## src/design/assert_macros.svh

```systemverilog
// Assertion macros shared by the layered hash noise RTL.
// No dependencies; synthesis builds define SYNTH to drop the checks.
`ifndef ASSERT_MACROS_SVH
`define ASSERT_MACROS_SVH
`ifndef SYNTH
`define LHN_ASSERT(lbl, clk, rstn, prop, msg) \
    lbl: assert property (@(posedge clk) disable iff (!rstn) (prop)) else $error(msg);
`define LHN_ASSERT_NEXT(lbl, clk, rstn, ante, cons, msg) \
    lbl: assert property (@(posedge clk) disable iff (!rstn) (ante) |=> (cons)) else $error(msg);
`else
`define LHN_ASSERT(lbl, clk, rstn, prop, msg)
`define LHN_ASSERT_NEXT(lbl, clk, rstn, ante, cons, msg)
`endif
`endif

```

## src/design/lhn_pkg.sv

```systemverilog
// Types and constants for the layered hash noise pipeline.
// Used by lhn_cell_div, lhn_hash and layered_hash_noise_core.
package lhn_pkg;

    localparam int LAYERS     = 3;
    localparam int PIPE_DEPTH = 8;

    typedef logic signed [15:0] coord_t;
    typedef logic [15:0]        mag_t;
    typedef logic [31:0]        word_t;
    typedef logic [13:0]        quot_t;
    typedef logic [7:0]         byte_t;
    typedef logic [15:0]        sum_t;

    localparam word_t MIX_X = 32'd374761393;
    localparam word_t MIX_Y = 32'd668265263;
    localparam word_t MIX_S = 32'd1442695041;
    localparam word_t MIX_F = 32'd1274126177;

    localparam word_t SALT_OFS [LAYERS] = '{32'd0, 32'd11, 32'd29};

    // ceil(2^32 / d): exact floor division for magnitudes up to 2^15
    localparam logic [63:0] TWO32 = 64'h0000_0001_0000_0000;
    localparam word_t RECIP_X [LAYERS] = '{
        word_t'((TWO32 + 64'd4)  / 64'd5),
        word_t'((TWO32 + 64'd11) / 64'd12),
        word_t'((TWO32 + 64'd22) / 64'd23)
    };
    localparam word_t RECIP_Y [LAYERS] = '{
        word_t'((TWO32 + 64'd3)  / 64'd4),
        word_t'((TWO32 + 64'd8)  / 64'd9),
        word_t'((TWO32 + 64'd16) / 64'd17)
    };

    localparam sum_t W_A       = 16'd100;
    localparam sum_t W_B       = 16'd65;
    localparam sum_t W_C       = 16'd35;
    localparam sum_t NOISE_MAX = 16'd51000;

endpackage

```

## src/design/lhn_hash.sv

```systemverilog
// Four-stage multiply/xor/shift cell hash, returning the low byte of the mix.
// Depends on lhn_pkg for the mixing constants.
module lhn_hash
(
    input  logic           clk,
    input  logic           advance,
    input  lhn_pkg::word_t cell_x,
    input  lhn_pkg::word_t cell_y,
    input  lhn_pkg::word_t salt_word,
    output lhn_pkg::byte_t hash_byte
);
    import lhn_pkg::*;

    word_t px_reg, py_reg, ps_reg;
    word_t mix_reg;
    word_t fin_reg;
    byte_t byte_reg;

    word_t lin_sum;

    assign lin_sum = px_reg + py_reg + ps_reg;

    always_ff @(posedge clk)
    begin
        if (advance)
        begin
            px_reg   <= cell_x * MIX_X;
            py_reg   <= cell_y * MIX_Y;
            ps_reg   <= salt_word * MIX_S;
            mix_reg  <= lin_sum ^ (lin_sum >> 13);
            fin_reg  <= mix_reg * MIX_F;
            // low byte of h ^ (h >> 16)
            byte_reg <= fin_reg[7:0] ^ fin_reg[23:16];
        end
    end

    assign hash_byte = byte_reg;

endmodule
```

## config.mk

```make
export PLATFORM = sky130hd
export DESIGN_NAME = lhn_hash
export DESIGN_NICKNAME = d
export VERILOG_FILES = /design/src/design/assert_macros.svh /design/src/design/lhn_pkg.sv /design/src/design/lhn_hash.sv
export SDC_FILE = /design/constraint.sdc
export NUM_CORES = 2
export LEC_CHECK = 0
export BUFFER_PORTS_ARGS = -buffer_cell sky130_fd_sc_hd__buf_2
export CAP_MARGIN = 20
export CELL_PAD_IN_SITES_DETAIL_PLACEMENT = 0
export CELL_PAD_IN_SITES_GLOBAL_PLACEMENT = 1
export CORE_ASPECT_RATIO = 0.75
export CORE_MARGIN = 1
export CORE_UTILIZATION = 55
export CTS_BUF_LIST = sky130_fd_sc_hd__clkbuf_8
export CTS_CLUSTER_SIZE = 8
export DETAILED_ROUTE_END_ITERATION = 7
export PLACE_DENSITY_LB_ADDON = 0.08
export REMOVE_ABC_BUFFERS = 1
export SYNTH_ARGS = -nofsm -noshare
export SYNTH_HDL_FRONTEND = slang
export SYNTH_SLANG_ARGS = --single-unit
```

## constraint.sdc

```tcl
create_clock -name clk -period 15.39 [get_ports clk]
set_input_delay 1.539 -clock clk [delete_from_list [all_inputs] [get_ports clk]]
set_output_delay 1.539 -clock clk [all_outputs]
set_load 0.05 [all_outputs]
```

# After elaboration in Yosys (flattened, before gate mapping)
# Cells that the tools add are included.
# word_totals
ff_bits,160
in_bits,98
output_inout_bits,8
elab_cells,14
# classes
add_sub_neg,2
multipliers,4
bitwise_logic,2
# ops
operator,count
adder 32 bit,2
"multiplier 32 x 29 -> 32 bit, second input constant",1
"multiplier 32 x 30 -> 32 bit, second input constant",1
"multiplier 32 x 31 -> 24 bit, second input constant",1
"multiplier 32 x 31 -> 32 bit, second input constant",1
bitwise XOR 32 x 19 -> 32 bit,1
bitwise XOR 8 bit,1

# Depth between registers and ports, before layout
# depth
word_depth,3
mapped_depth,26
ltp_nobuf,26

# Least setup slack after synthesis
# Ideal clock, no wire load.
# synth_path
kind,input port to flip-flop
from,in cell_y[12]
to,"reg py_reg[31], data pin"
setup_time_ns,0.260
t_arrival_ns,7.127
required_time_ns,15.130
slack_ns,8.003
cell_stages,22
n_path_buf,0
path_cell_list,ha_1 fa_1 inv_1 fa_1 inv_1 fa_1 fa_1 inv_1 fa_1 fa_1 fa_1 inv_1 ha_1 a21o_1 a21o_1 a21o_1 a21o_1 a221oi_1 o21ai_0 a21o_1 a21oi_1 xnor2_1
# synth_between
elab_chain_cells,1
# synth_rtl
item,line_no,text
"start, declared",lhn_hash.sv:8,"input lhn_pkg::word_t cell_y,"
multiplier 32 x 30 -> 32 bit,lhn_hash.sv:28,py_reg <= cell_y * MIX_Y;
"end signal, assigned",lhn_hash.sv:28,
"end, declared",lhn_hash.sv:14,"word_t px_reg, py_reg, ps_reg;"
# Every way passes these cells.
# A chain may end at the register's enable or synchronous reset.

# Worst setup path in the final report
# layout_path
from,in cell_x[6]
to,"reg px_reg[30], data pin"
# layout_between
elab_chain_cells,1
# layout_rtl
item,line_no,text
"start, declared",lhn_hash.sv:7,"input lhn_pkg::word_t cell_x,"
multiplier 32 x 29 -> 32 bit,lhn_hash.sv:27,px_reg <= cell_x * MIX_X;
"end signal, assigned",lhn_hash.sv:27,
"end, declared",lhn_hash.sv:14,
# Every way passes these cells.

==> metrics <==
root buffer cell clkbuf_8; drt first pass iters 5; CP max FO 9; Hold EP hash_byte[5]$_DFFE_PP_; Worst path top cell family by delay adder cells; Reg-to-Reg End fin_reg[22]$_DFFE_PP_; Fillers between 5000 and 6000; fin nets between 4000 and 5000; Wirelength per Cell ~20 um; Final Max Tran Viols 0; CP cell instances buf_2 > inv_1 > fa_1 > inv_1 > fa_1 > fa_1 > ha_1 > inv_1 > fa_1 > fa_1 > inv_1 > fa_1 > inv_1 > fa_1 > inv_1 > ha_1 > nand4_1 > a21oi_1 > a211oi_1 > o31ai_1 > a21oi_1 > o31ai_1 > a21oi_1 > xnor2_1; post-synthesis register bit count ~140; remaining global-route overflow 0; Synth Warn # 0; Yosys top cell by area fa_1; post-CTS setup buffers 0; All-Layer GR Usage 0.2748; Max Freq 0.1290 GHz; adder-cell area share of the yosys netlist 0.6360; final WL 85.44 mm; port bufs about 110; Chip Height approximately 220 um; crit path DAT ~8000 ps; Max-slew headroom 0.3748; TNS Setup 0 ps; sequential-to-total area share from yosys stat 0.1200; max-cap violations 0; Setup crit start kind input pin; post-synthesis cell area between 30000 and 40000 um^2; reg-to-reg setup timing slack around 9000 ps; total number of vias 22290; # DRC 0; Die ar. between 60000 and 70000 um^2; first-pass GRT wire length between 100 and 150 mm; CTS tree done; # diodes 0; CTS resizes 0; Routability Congestion ~0.96; start of the worst register-to-register path mix_reg[4]$_DFFE_PP_; clk_lat worst skew roughly 500 ps; Final Setup Violations 0; Reg area between 4000 and 5000 um^2; CTS max path bufs 2; mux cell area share after synthesis 0; crit share post-route 0.5039; main combinational cell family by area after synthesis adder cells; Final HPWL DP just under 80 mm; Slowest cell on crit path fa_1; area of the multi-input gates ~28000 um^2; share of layout cells above drive strength 1 0.04450; ys async rst share 0; most used cell, CP fa_1; Worst Skew about 16 ps; Synth Area in XOR/XNOR 0.06259; HP Start fin_reg[5]$_DFFE_PP_; antenna violations before repair 1; Synth cell types 59; final hold vios 0; Setup CP Type in2reg; Worst Path Required between 15000 and 20000 ps; Syn Area/Cell ~11 um^2; Crit. Startpoint cell_x[6]; Placeable Area approximately 64000 um^2; row count 80; Top FF cell, synth edfxtp_1; synthesized instance count ~3300; WHS Path Cells 1; Critical Path Max Stage Delay about 540 ps; worst hold path class reg2reg; Worst R2R Path Depth 20; via density per instance ~5.2; number of flops mapped to enable cells by yosys between 100 and 150; area share of the largest cell type after synthesis 0.3899; crit end category register; H-tree depth 4; Inserted Clock Buffers 17; Initial Util 0.5618; initial drt markers between 1000 and 1500; main area contributors after synthesis fa_1 39%, ha_1 25%, edfxtp_1 12%, inv_1 11%, xnor2_1 4.8%; most frequent cell after synthesis inv_1; top cells by count, synth 1070 x inv_1, 709 x ha_1, 702 x fa_1; I/O pins ~110; Post-DRT Antenna Nets 0; hold buffers post-CTS 0; clock-pin slew on the worst setup and hold paths around 90 ps; Buf/Inv on CP 7; vias in the first global route 24360; Final min period slightly below 8000 ps; Slew @ Worst Pin 937.7 ps; Synth Area in Compound Gates 0.04527; Clock Sink Count roughly 140; chip width about 300 um; RSZ-0062 raised after global routing no; simple-gate portion of the synthesized area 0.02465; status finished, final reports clean; pin count of the biggest net entering global routing 74; Layout Area Growth over Synthesis 5.623%
## how the worst max path moves through the flow
stage / endpoint / slack [ps] / cells past startpoint
floorplan: py_reg[31]$_DFFE_PP_ / 8000 / 22
global placement: px_reg[30]$_DFFE_PP_ / 7290 / 24
detailed placement: px_reg[30]$_DFFE_PP_ / 7180 / 24
CTS: px_reg[30]$_DFFE_PP_ / 7700 / 24
global route: px_reg[30]$_DFFE_PP_ / 7310 / 24
finish: px_reg[30]$_DFFE_PP_ / 7640 / 24
## layout by cell type (no fill, tap or decap), drive strengths merged, types with 3 or more instances in the layout
cell type  instances
bufinv             3
a211oi            10
a311o              3
ha               709
a21oi             74
o21ai             37
o2111ai            3
o31ai              4
nor3              17
xnor2            197
inv             1076
o211ai             6
nand3             14
o21bai            12
clkinv             3
or3                9
xor2              58
o21a              21
nor2              48
and3               9
nand4             10
fa               702
a31o               5
nand2             30
buf              106
nor2b             12
or2                4
a21o              41
a31oi              7
nor4               3
edfxtp           144
a2111oi            4
nand2b             9
clkbuf            17
## metrics by stage
stage | cell area, um^2 | instances | hold WS [ps] | util | setup slack, ps
after global routing | 38070 | 4299 | 576.4 | 0.5934 | 7306
after CTS | 38070 | 4299 | 570.1 | 0.5934 | 7698
after global placement | 37660 | 4268 | 544.9 | 0.5869 | 7293
after floorplan | 36040 | 3301 | 543.1 | - | 8003
after detailed placement | 37660 | 4268 | 549.6 | 0.5869 | 7180
final | 38070 | 4299 | 566.2 | 0.5934 | 7635
## logic make-up after synthesis
logic type               after synthesis
AND/OR/NAND/NOR                      176
flip-flops                           144
AO/OA/AOI/OAI                        244
buffers and inverters               1071
XOR/XNOR                             256
adder cells (fa/ha/maj)             1411
## area by class of cell
class	count	share of cell area
multi-input cells	2087	0.7276
clock inverters	14	0.004732
flip-flops and latches	144	0.1136
inverters	1070	0.1055
repair buffers	106	0.01416
well taps	861	0.02830
clock buffers	17	0.006146
## routing by layer
metal / vias up / track usage / routed length (um)
met5: - / 0 / 0
met4: 0 / 0.03093 / 652
met3: 45 / 0.03142 / 4065
met2: 424 / 0.4232 / 38170
met1: 11420 / 0.4291 / 42550
li1: 10400 / - / -
Power is left out: the tool's default activity adds up to more than one toggle a clock period on the data nets, which glitch-free logic cannot reach.
