<file path="config.mk">
export PLATFORM = sky130hd
export DESIGN_NAME = lhn_cell_div
export DESIGN_NICKNAME = d
export VERILOG_FILES = /design/src/design/assert_macros.svh /design/src/design/lhn_pkg.sv /design/src/design/lhn_cell_div.sv
export SDC_FILE = /design/constraint.sdc
export NUM_CORES = 1
export LEC_CHECK = 0
export BUFFER_PORTS_ARGS = -buffer_cell sky130_fd_sc_hd__buf_2
export CAP_MARGIN = 20
export CORE_MARGIN = 2
export CORE_UTILIZATION = 56
export CTS_CLUSTER_SIZE = 40
export DETAILED_ROUTE_END_ITERATION = 16
export PLACE_DENSITY = 0.79
export SLEW_MARGIN = 0
export SYNTH_ARGS = -nofsm -noshare
export SYNTH_HDL_FRONTEND = slang
export SYNTH_SLANG_ARGS = --single-unit
</file>
<file path="constraint.sdc">
create_clock -name clk -period 6 [get_ports clk]
set_input_delay 0.3 -clock clk [delete_from_list [all_inputs] [get_ports clk]]
set_output_delay 0.3 -clock clk [all_outputs]
set_load 0.02 [all_outputs]
</file>
<file path="src/design/assert_macros.svh">
// Assertion macros shared by the layered hash noise RTL.
// No dependencies; synthesis builds define SYNTH to drop the checks.
`ifndef ASSERT_MACROS_SVH
`define ASSERT_MACROS_SVH
`ifndef SYNTH
`define LHN_ASSERT(lbl, clk, rstn, prop, msg) \
    lbl: assert property (@(posedge clk) disable iff (!rstn) (prop)) else $error(msg);
`define LHN_ASSERT_NEXT(lbl, clk, rstn, ante, cons, msg) \
    lbl: assert property (@(posedge clk) disable iff (!rstn) (ante) |=> (cons)) else $error(msg);
`else
`define LHN_ASSERT(lbl, clk, rstn, prop, msg)
`define LHN_ASSERT_NEXT(lbl, clk, rstn, ante, cons, msg)
`endif
`endif

</file>
<file path="src/design/lhn_pkg.sv">
// Types and constants for the layered hash noise pipeline.
// Used by lhn_cell_div, lhn_hash and layered_hash_noise_core.
package lhn_pkg;

    localparam int LAYERS     = 3;
    localparam int PIPE_DEPTH = 8;

    typedef logic signed [15:0] coord_t;
    typedef logic [15:0]        mag_t;
    typedef logic [31:0]        word_t;
    typedef logic [13:0]        quot_t;
    typedef logic [7:0]         byte_t;
    typedef logic [15:0]        sum_t;

    localparam word_t MIX_X = 32'd374761393;
    localparam word_t MIX_Y = 32'd668265263;
    localparam word_t MIX_S = 32'd1442695041;
    localparam word_t MIX_F = 32'd1274126177;

    localparam word_t SALT_OFS [LAYERS] = '{32'd0, 32'd11, 32'd29};

    // ceil(2^32 / d): exact floor division for magnitudes up to 2^15
    localparam logic [63:0] TWO32 = 64'h0000_0001_0000_0000;
    localparam word_t RECIP_X [LAYERS] = '{
        word_t'((TWO32 + 64'd4)  / 64'd5),
        word_t'((TWO32 + 64'd11) / 64'd12),
        word_t'((TWO32 + 64'd22) / 64'd23)
    };
    localparam word_t RECIP_Y [LAYERS] = '{
        word_t'((TWO32 + 64'd3)  / 64'd4),
        word_t'((TWO32 + 64'd8)  / 64'd9),
        word_t'((TWO32 + 64'd16) / 64'd17)
    };

    localparam sum_t W_A       = 16'd100;
    localparam sum_t W_B       = 16'd65;
    localparam sum_t W_C       = 16'd35;
    localparam sum_t NOISE_MAX = 16'd51000;

endpackage

</file>
<file path="src/design/lhn_cell_div.sv">
// Three-stage grid cell front end: magnitude, reciprocal multiply, sign restore.
// Depends on lhn_pkg for divisor reciprocals and salt offsets.
module lhn_cell_div
(
    input  logic            clk,
    input  logic            advance,
    input  lhn_pkg::coord_t coord_x,
    input  lhn_pkg::coord_t coord_y,
    input  lhn_pkg::word_t  salt,
    output lhn_pkg::word_t  cell_x [lhn_pkg::LAYERS],
    output lhn_pkg::word_t  cell_y [lhn_pkg::LAYERS],
    output lhn_pkg::word_t  salt_word [lhn_pkg::LAYERS]
);
    import lhn_pkg::*;

    mag_t  xa_reg, ya_reg;
    logic  xn_reg, yn_reg;
    word_t salt_a_reg;

    quot_t qx_reg [LAYERS];
    quot_t qy_reg [LAYERS];
    logic  xn_b_reg, yn_b_reg;
    word_t salt_b_reg;

    word_t cx_reg [LAYERS];
    word_t cy_reg [LAYERS];
    word_t sw_reg [LAYERS];

    mag_t        xa_next, ya_next;
    logic [47:0] px [LAYERS];
    logic [47:0] py [LAYERS];

    // magnitude of the most negative code is 2^15, still fits unsigned
    assign xa_next = coord_x[15] ? mag_t'(~coord_x + 16'd1) : mag_t'(coord_x);
    assign ya_next = coord_y[15] ? mag_t'(~coord_y + 16'd1) : mag_t'(coord_y);

    always_comb
    begin
        for (int i = 0; i < LAYERS; i++)
        begin
            px[i] = 48'(xa_reg) * 48'(RECIP_X[i]);
            py[i] = 48'(ya_reg) * 48'(RECIP_Y[i]);
        end
    end

    always_ff @(posedge clk)
    begin
        if (advance)
        begin
            xa_reg     <= xa_next;
            ya_reg     <= ya_next;
            xn_reg     <= coord_x[15];
            yn_reg     <= coord_y[15];
            salt_a_reg <= salt;

            for (int i = 0; i < LAYERS; i++)
            begin
                qx_reg[i] <= px[i][45:32];
                qy_reg[i] <= py[i][45:32];
            end
            xn_b_reg   <= xn_reg;
            yn_b_reg   <= yn_reg;
            salt_b_reg <= salt_a_reg;

            // negate the magnitude quotient: truncation toward zero
            for (int i = 0; i < LAYERS; i++)
            begin
                cx_reg[i] <= xn_b_reg ? (32'd0 - word_t'(qx_reg[i])) : word_t'(qx_reg[i]);
                cy_reg[i] <= yn_b_reg ? (32'd0 - word_t'(qy_reg[i])) : word_t'(qy_reg[i]);
                sw_reg[i] <= salt_b_reg + SALT_OFS[i];
            end
        end
    end

    assign cell_x    = cx_reg;
    assign cell_y    = cy_reg;
    assign salt_word = sw_reg;

endmodule

</file>
# Word-level counts from Yosys, hierarchy flattened
# Memories as Yosys holds them, arrays and structs flattened.
# Cells that the tools add are included.
# word_totals
ff_bits	286
ramBits	84
out_inout_bits	288
elab_cells	54
memories	2
# classes
addsub	10
multipliers	5
mux	10
bitwise	2
# memory_table
memory	words	word_bits	rd	rd_ports_with_merged_regs	wr	line	text
qx_reg	3	14	3	0	3	lhn_cell_div.sv:20	quot_t qx_reg [LAYERS];
qy_reg	3	14	3	0	3	lhn_cell_div.sv:21	quot_t qy_reg [LAYERS];
# op_table
cell	count
multiplier 16 x 28 -> 44 bit (second input constant)	3
subtractor 1 x 14 -> 15 bit (first input constant)	6
2-to-1 mux 14 bit	6
multiplier 16 x 29 -> 45 bit (second input constant)	1
multiplier 16 x 24 -> 40 bit (second input constant)	1
adder 16 x 1 -> 16 bit (second input constant)	2
adder 32 x 4 -> 32 bit (second input constant)	1
adder 32 x 5 -> 32 bit (second input constant)	1
NOT 16 bit	2
2-to-1 mux 15 bit	2
2-to-1 mux 1 bit	2

# Logic depth before layout (Yosys ltp)
# Gate-level depths: netlist (run 1).
# logic_depth
ltp_word	3
ltp_mapped	23
mapped_depth_nobuf	23

# Least setup slack after synthesis (run 1)
# Ideal clock, no wire load.
# synth_timing
path_kind	reg-to-reg
from	register xa_reg[10]
to	memory qx_reg[0][26] in the netlist's numbering (data pin)
t_arrival_ps	5939
path_slack_ps	-199
path_stages_with_launch	21
path_buffers	0
path_cell_list	edfxtp_1 ha_1 fa_1 inv_1 fa_1 fa_1 inv_1 fa_1 inv_1 fa_1 inv_1 ha_1 a21o_1 a21o_1 a21o_1 a211oi_2 o31ai_1 or4_1 a31o_2 a31oi_1 xnor2_1
# synth_rtl
element	line	text
start: declaration	lhn_cell_div.sv:16	mag_t xa_reg, ya_reg;
start signal: assignment	lhn_cell_div.sv:50	xa_reg <= xa_next;
end: declaration	lhn_cell_div.sv:20	

==> out/summary.log, run 1 <==
qor: yosys.synth_largest_area_cell sky130_fd_sc_hd__edfxtp_1
qor: yosys.synth_top_cell_area_share 29.6%
qor: route.initial_drt_markers 2,009
qor: clock_tree.cts_max_level 2
qor: final_layout.largest_register_ffs 95
qor: sta.max-slew-margin-rel 29.0%
qor: sta.worst_slew_pin_tran 1050 ps
qor: worst_hold_path.holdCritStartpoint coord_y[9]
qor: route.route.detailed.wl_per_inst 19.6 um
qor: critical_path.critPathMostFrequentCell sky130_fd_sc_hd__fa_2
qor: critical_path.endpoint_kind flip-flop
qor: sta.max_clock_freq 0.168 GHz
qor: yosys.synthArstFlopShare 0%
qor: critical_path.worst_path_largest_cell_delay 580 ps
qor: clock_tree.clkLatencyLatePin 580 ps
qor: yosys.netlist-cell-type-count 62
qor: critical_path.worst-path-max-fanout 4
qor: yosys.synth_enable_flop_cells 363
qor: route.drt_drc_violations_left 0
qor: critical_path.worstSetupStartpointType flip-flop
qor: sta.fin_crit_sh 99.1%
qor: floorplan.initial_utilization 56.9%
qor: sta.fin_worst_skew 19.5 ps
qor: sta.final.min_clock_period 5940 ps
qor: route.detail_route.first_pass.iterations 6
qor: clock_tree.tritoncts built
qor: route.route.detailed.vias_per_inst 5.43
qor: sta.finalHoldWorstSlack 26.2 ps
qor: critical_path.number_of_buffer_and_inverter_instances_along_the_worst_setup_path 6
qor: sta.unrepaired_setup_endpoints_after_global_routing true
qor: grt.grt_overflow 0
qor: clock_tree.cts.path.max_buffers 3
qor: sta.final-hold-violation-count 0
qor: final_layout.area_delta_synth_final 17.8%
qor: critical_path.cp_cell_sequence fa_2 -> fa_1 -> inv_2 -> fa_2 -> inv_4 -> fa_2 -> inv_2 -> fa_2 -> fa_1 -> inv_1 -> ha_2 -> a21o_1 -> a21o_1 -> nor4_4 -> a2111oi_4 -> nand3b_1 -> buf_4 -> a21o_1 -> buf_4 -> xor2_1
qor: yosys.synth.area.top_cells sky130_fd_sc_hd__edfxtp_1 (30%), sky130_fd_sc_hd__fa_1 (23%), sky130_fd_sc_hd__ha_1 (21%)
qor: floorplan.core.rowCount 93
qor: yosys.syn-instance-count 3,216
qor: grt.grt_util_all_layers 26.6%
qor: yosys.synth.yosys.warnings 0
qor: yosys.synth.most_common_cell sky130_fd_sc_hd__inv_1
qor: clock_tree.clk_transition_reported_paths 60 ps
qor: clock_tree.cts_buffer_count 41
qor: placed_design.detailedPlacementHpwl 73,500 um
qor: floorplan.chipWidth 260 um
qor: sta.report.final.setup_viol 0
qor: yosys.ys.flop_type sky130_fd_sc_hd__edfxtp_1
qor: critical_path.worst_path_class_setup reg -> reg
qor: critical_path.critical_path_required 6320 ps
qor: critical_path.worstPathArrival 6260 ps
qor: run.max_cap_viol_count 0
qor: floorplan.top_level_ports 354
qor: final_layout.final_nets 4,873
qor: clock_tree.clock-sinks 363
qor: grt.antenna_violations_before_repair 3
qor: route.detail_route.wirelength 91,200 um
qor: worst_hold_path.min_path_type in -> reg
qor: floorplan.core_ar 0.0647 sq mm
qor: yosys.syn_area_per_cell 11.4 sq um
qor: clock_tree.root_buffer sky130_fd_sc_hd__clkbuf_16
qor: yosys.yosys_register_bits 363
qor: yosys.postSynthNetCount 4,319
qor: critical_path.critPathSlowestCell sky130_fd_sc_hd__fa_2
qor: placed_design.port_buffers 353
qor: placed_design.gp_congestion 0.985
qor: route.drt.antenna.violating_nets 0
qor: floorplan.die_area 0.0678 sq mm
qor: yosys.synthesis.area 0.0368 sq mm
qor: grt.vias_in_the_first_global_route 25,600
qor: yosys.netlist_top_cells_count sky130_fd_sc_hd__inv_1 (711), sky130_fd_sc_hd__ha_1 (617), sky130_fd_sc_hd__fa_1 (420)
qor: route.dr_total_vias 25,300
qor: floorplan.dieHeight 260 um
qor: grt.grt_first_pass_wirelength 138,000 um
qor: run_status.outcome complete, no violations
qor: sta.slew_violations 0
qor: critical_path.crit_family adder cells
qor: final_layout.drive_above_1_share 22.4%
qor: grt.grt_max_degree 167
qor: yosys.proportion_of_synthesized_chip_area_in_sequential_cells 29.6%
qor: critical_path.worst_r2r_start ya_reg[14]
qor: critical_path.timing.critical_path.from ya_reg[14]
## cell type report
cell class / count / area, sq um
clock buffers: 45 / 1040
repair buffers: 639 / 4070
inverters: 711 / 2670
flip-flops and latches: 363 / 10900
fillers: 4598 / 21300
multi-input cells: 2014 / 23300
well taps: 855 / 1070
clock inverters: 26 / 292
diodes: 2 / 5.00
## cells in the final DEF, fill, tap and decap left out, types with 9 or more instances in the layout
cell and instances:
sky130_fd_sc_hd__nor2_1 66, sky130_fd_sc_hd__xor2_1 60, sky130_fd_sc_hd__o211ai_1 12, sky130_fd_sc_hd__ha_1 565, sky130_fd_sc_hd__nand3_1 35, sky130_fd_sc_hd__edfxtp_1 363
sky130_fd_sc_hd__buf_6 12, sky130_fd_sc_hd__o21ai_0 67, sky130_fd_sc_hd__dlygate4sd3_1 34, sky130_fd_sc_hd__o31ai_1 24, sky130_fd_sc_hd__inv_2 28, sky130_fd_sc_hd__nor3_1 23
sky130_fd_sc_hd__fa_2 24, sky130_fd_sc_hd__clkbuf_16 41, sky130_fd_sc_hd__nand4_1 33, sky130_fd_sc_hd__nand2b_1 16, sky130_fd_sc_hd__or3_1 26, sky130_fd_sc_hd__ha_4 39
sky130_fd_sc_hd__ha_2 13, sky130_fd_sc_hd__and3_1 9, sky130_fd_sc_hd__a21oi_2 19, sky130_fd_sc_hd__a21oi_1 74, sky130_fd_sc_hd__buf_4 239, sky130_fd_sc_hd__a21o_1 52
sky130_fd_sc_hd__buf_2 352, sky130_fd_sc_hd__fa_1 396, sky130_fd_sc_hd__nand2_1 133, sky130_fd_sc_hd__inv_1 682, sky130_fd_sc_hd__xnor2_1 165
## metal layers
metal  track usage [%]  part of all wire, %  vias up
met5                 0                    0        -
met4              7.49                  2.8        0
met3              5.72                  8.3      164
met2              42.9                   46     1053
met1              36.6                   42    12300
li1                  -                    -    11700
## kinds of logic after synthesis
| group | synth area share [%] |
|---|---|
| AO/OA/AOI/OAI | 6.23 |
| XOR/XNOR | 5.38 |
| adder cells (fa/ha/maj) | 43.8 |
| buffers and inverters | 9.61 |
| flip-flops | 29.6 |
| multiplexers | 0.0272 |
| AND/OR/NAND/NOR | 5.33 |
## final timing paths
check	endpoint	cells past startpoint	slack, ps
worst min-delay path	ya_reg[9]	2	30
worst max register to register	qy_reg[0][16]	20	60
worst min register to register	salt_b_reg[23]	0	420
worst max-delay path	qy_reg[0][16]	20	60
## stage by stage
stage	setup slack [ps]	util [%]	std cells	TNS (ps)	cell area (sq um)
global route	-119	67.0	4654	-1480	43400
global placement	-119	62.4	4504	-469	40400
CTS	-4.86	65.4	4619	-4.86	42300
finish	56.8	67.0	4655	0	43400
floorplan	5.44	-	3216	0	36800
detailed placement	-164	62.4	4504	-1870	40400
## timing repair
item	4_1_cts	5_1_grt
setup buffers	10	35
hold buffers	34	0
pin swaps	26	121
resized for setup	42	160
cloned	0	0
setup endpoints to repair	26	52
endpoints found under the hold margin	34	0
Power of run 1 is left out: the tool's default activity adds up to more than one toggle a clock period on the data nets, which glitch-free logic cannot reach.
==> inputs of run 2 (changes only) <==
==> constraint.sdc (replaced) <==
create_clock -name clk -period 5.3 [get_ports clk]
set_input_delay 0.265 -clock clk [delete_from_list [all_inputs] [get_ports clk]]
set_output_delay 0.265 -clock clk [all_outputs]
set_load 0.02 [all_outputs]
==> out/summary.log, run 2 (synthesis results as in run 1) <==
qor: run_status.outcome finished with violations
qor: run_status.violations negative setup slack
qor: route.drt.antenna.violating_nets 0
qor: clock_tree.tritoncts built
qor: final_layout.num_antenna_cells 0
qor: route.route.detailed.wl_per_inst 20.5 um
qor: critical_path.worst_path_largest_cell_delay 550 ps
qor: clock_tree.clkLatencyLatePin 610 ps
qor: final_layout.layout.filler_cells 4,045
qor: clock_tree.cts_max_level 2
qor: critical_path.number_of_buffer_and_inverter_instances_along_the_worst_setup_path 7
qor: critical_path.critPathSlowestCell sky130_fd_sc_hd__fa_2
qor: floorplan.dieHeight 260 um
qor: grt.vias_in_the_first_global_route 28,000
qor: route.detail_route.wirelength 102,000 um
qor: floorplan.core_ar 0.0647 sq mm
qor: placed_design.post_placement_worst_setup_slack -749 ps
qor: sta.post-route-worst-setup-slack -779 ps
qor: critical_path.cp_cell_sequence buf_6 -> fa_2 -> fa_1 -> inv_2 -> fa_2 -> inv_2 -> fa_2 -> inv_2 -> fa_1 -> fa_2 -> inv_2 -> ha_4 -> a21o_1 -> a21o_1 -> buf_6 -> a41oi_4 -> a2111oi_4 -> nand3b_1 -> a21oi_2 -> o21bai_2 -> buf_4 -> xor2_1
qor: final_layout.largest_register_ffs 95
qor: final_layout.layout.cells.most_common sky130_fd_sc_hd__inv_1
qor: sta.max_clock_freq 0.165 GHz
qor: critical_path.crit_family adder cells
qor: clock_tree.root_buffer sky130_fd_sc_hd__clkbuf_16
qor: sta.worst_slew_pin_tran 1130 ps
qor: sta.max-slew-margin-rel 23.7%
qor: route.dr_total_vias 27,300
qor: floorplan.chipWidth 260 um
qor: worst_hold_path.min_path_type in -> reg
qor: sta.fin_crit_sh 115%
qor: grt.grt_util_all_layers 29.1%
qor: route.drt_drc_violations_left 0
qor: floorplan.die_area 0.0678 sq mm
qor: critical_path.critical_path_required 5650 ps
qor: final_layout.final_nets 5,175
qor: sta.fin_worst_skew 31.1 ps
qor: critical_path.worstPathArrival 6420 ps
qor: critical_path.endpoint_kind flip-flop
qor: clock_tree.cts_buffer_count 40
qor: sta.unrepaired_setup_endpoints_after_global_routing true
qor: sta.slew_violations 0
qor: grt.grt_overflow 0
qor: grt.antenna_violations_before_repair 2
qor: sta.report.final.setup_viol 64
qor: floorplan.top_level_ports 354
qor: placed_design.port_buffers 353
qor: route.initial_drt_markers 2,461
qor: clock_tree.cts.path.max_buffers 3
qor: route.route.detailed.vias_per_inst 5.50
qor: grt.grt_max_degree 145
qor: sta.final-hold-violation-count 0
qor: floorplan.initial_utilization 56.9%
qor: clock_tree.clk_transition_reported_paths 70 ps
qor: critical_path.worst-path-max-fanout 3
qor: final_layout.drive_above_1_share 32.5%
qor: grt.grt_first_pass_wirelength 152,000 um
qor: sta.finalHoldWorstSlack 18.7 ps
qor: final_layout.postLayoutCoreUtil 72.9%
qor: route.detail_route.first_pass.iterations 5
qor: placed_design.detailedPlacementHpwl 77,100 um
qor: final_layout.layout_common_cells sky130_fd_sc_hd__inv_1 (644), sky130_fd_sc_hd__ha_1 (527), sky130_fd_sc_hd__buf_4 (491), sky130_fd_sc_hd__fa_1 (378), sky130_fd_sc_hd__edfxtp_1 (363)
qor: critical_path.worst_path_class_setup reg -> reg
qor: clock_tree.clock-sinks 363
qor: placed_design.gp_congestion 0.957
qor: floorplan.core.rowCount 93
qor: run.max_cap_viol_count 0
qor: sta.final.min_clock_period 6080 ps
qor: critical_path.worstSetupStartpointType flip-flop
qor: final_layout.area_delta_synth_final 28.1%
-- run 2: cell type report --
class	instances	area [sq um]	area share, %
tap	855	1070	2.27
clock buffer	45	1020	2.16
clock inverter	28	380	0.807
multi-input combinational	2014	24600	52.1
sequential	363	10900	23.1
timing repair buffer	942	6540	13.9
inverter	711	2690	5.70
-- run 2: final timing paths --
| check | depth (start not counted) | slack (ps) | start | endpoint |
|---|---|---|---|---|
| worst max-delay path | 22 | -780 | ya_reg[13] | qy_reg[0][20] |
| worst min-delay path | 2 | 20 | coord_y[4] | ya_reg[4] |
| worst max register to register | 22 | -780 | ya_reg[13] | qy_reg[0][20] |
| worst min register to register | 0 | 420 | salt_a_reg[30] | salt_b_reg[30] |
-- run 2: per-layer routing --
| layer | track usage [%] | up-vias | part of all wire (%) |
|---|---|---|---|
| met5 | 0 | - | 0 |
| met4 | 7.33 | 0 | 3.0 |
| met3 | 5.11 | 232 | 8.4 |
| met2 | 48.5 | 1183 | 48 |
| met1 | 39.7 | 13600 | 41 |
| li1 | - | 12300 | - |
-- run 2: metrics by stage --
stage / setup TNS, ps / area [sq um] / cells
finish: -28780 / 47200 / 4958
global route: -37470 / 47200 / 4958
CTS: -23500 / 46100 / 4921
detailed placement: -29520 / 42600 / 4747
global placement: -24850 / 42600 / 4747
floorplan: -6050 / 37200 / 3216
-- run 2: what timing repair did --
item | CTS | global route
endpoints found under the hold margin | 40 | 0
hold buffers | 40 | 0
setup endpoints to repair | 64 | 64
pin swaps | 230 | 219
gates resized for setup | 266 | 162
buffers inserted | 74 | 54
Power of run 2 is left out for the same reason.
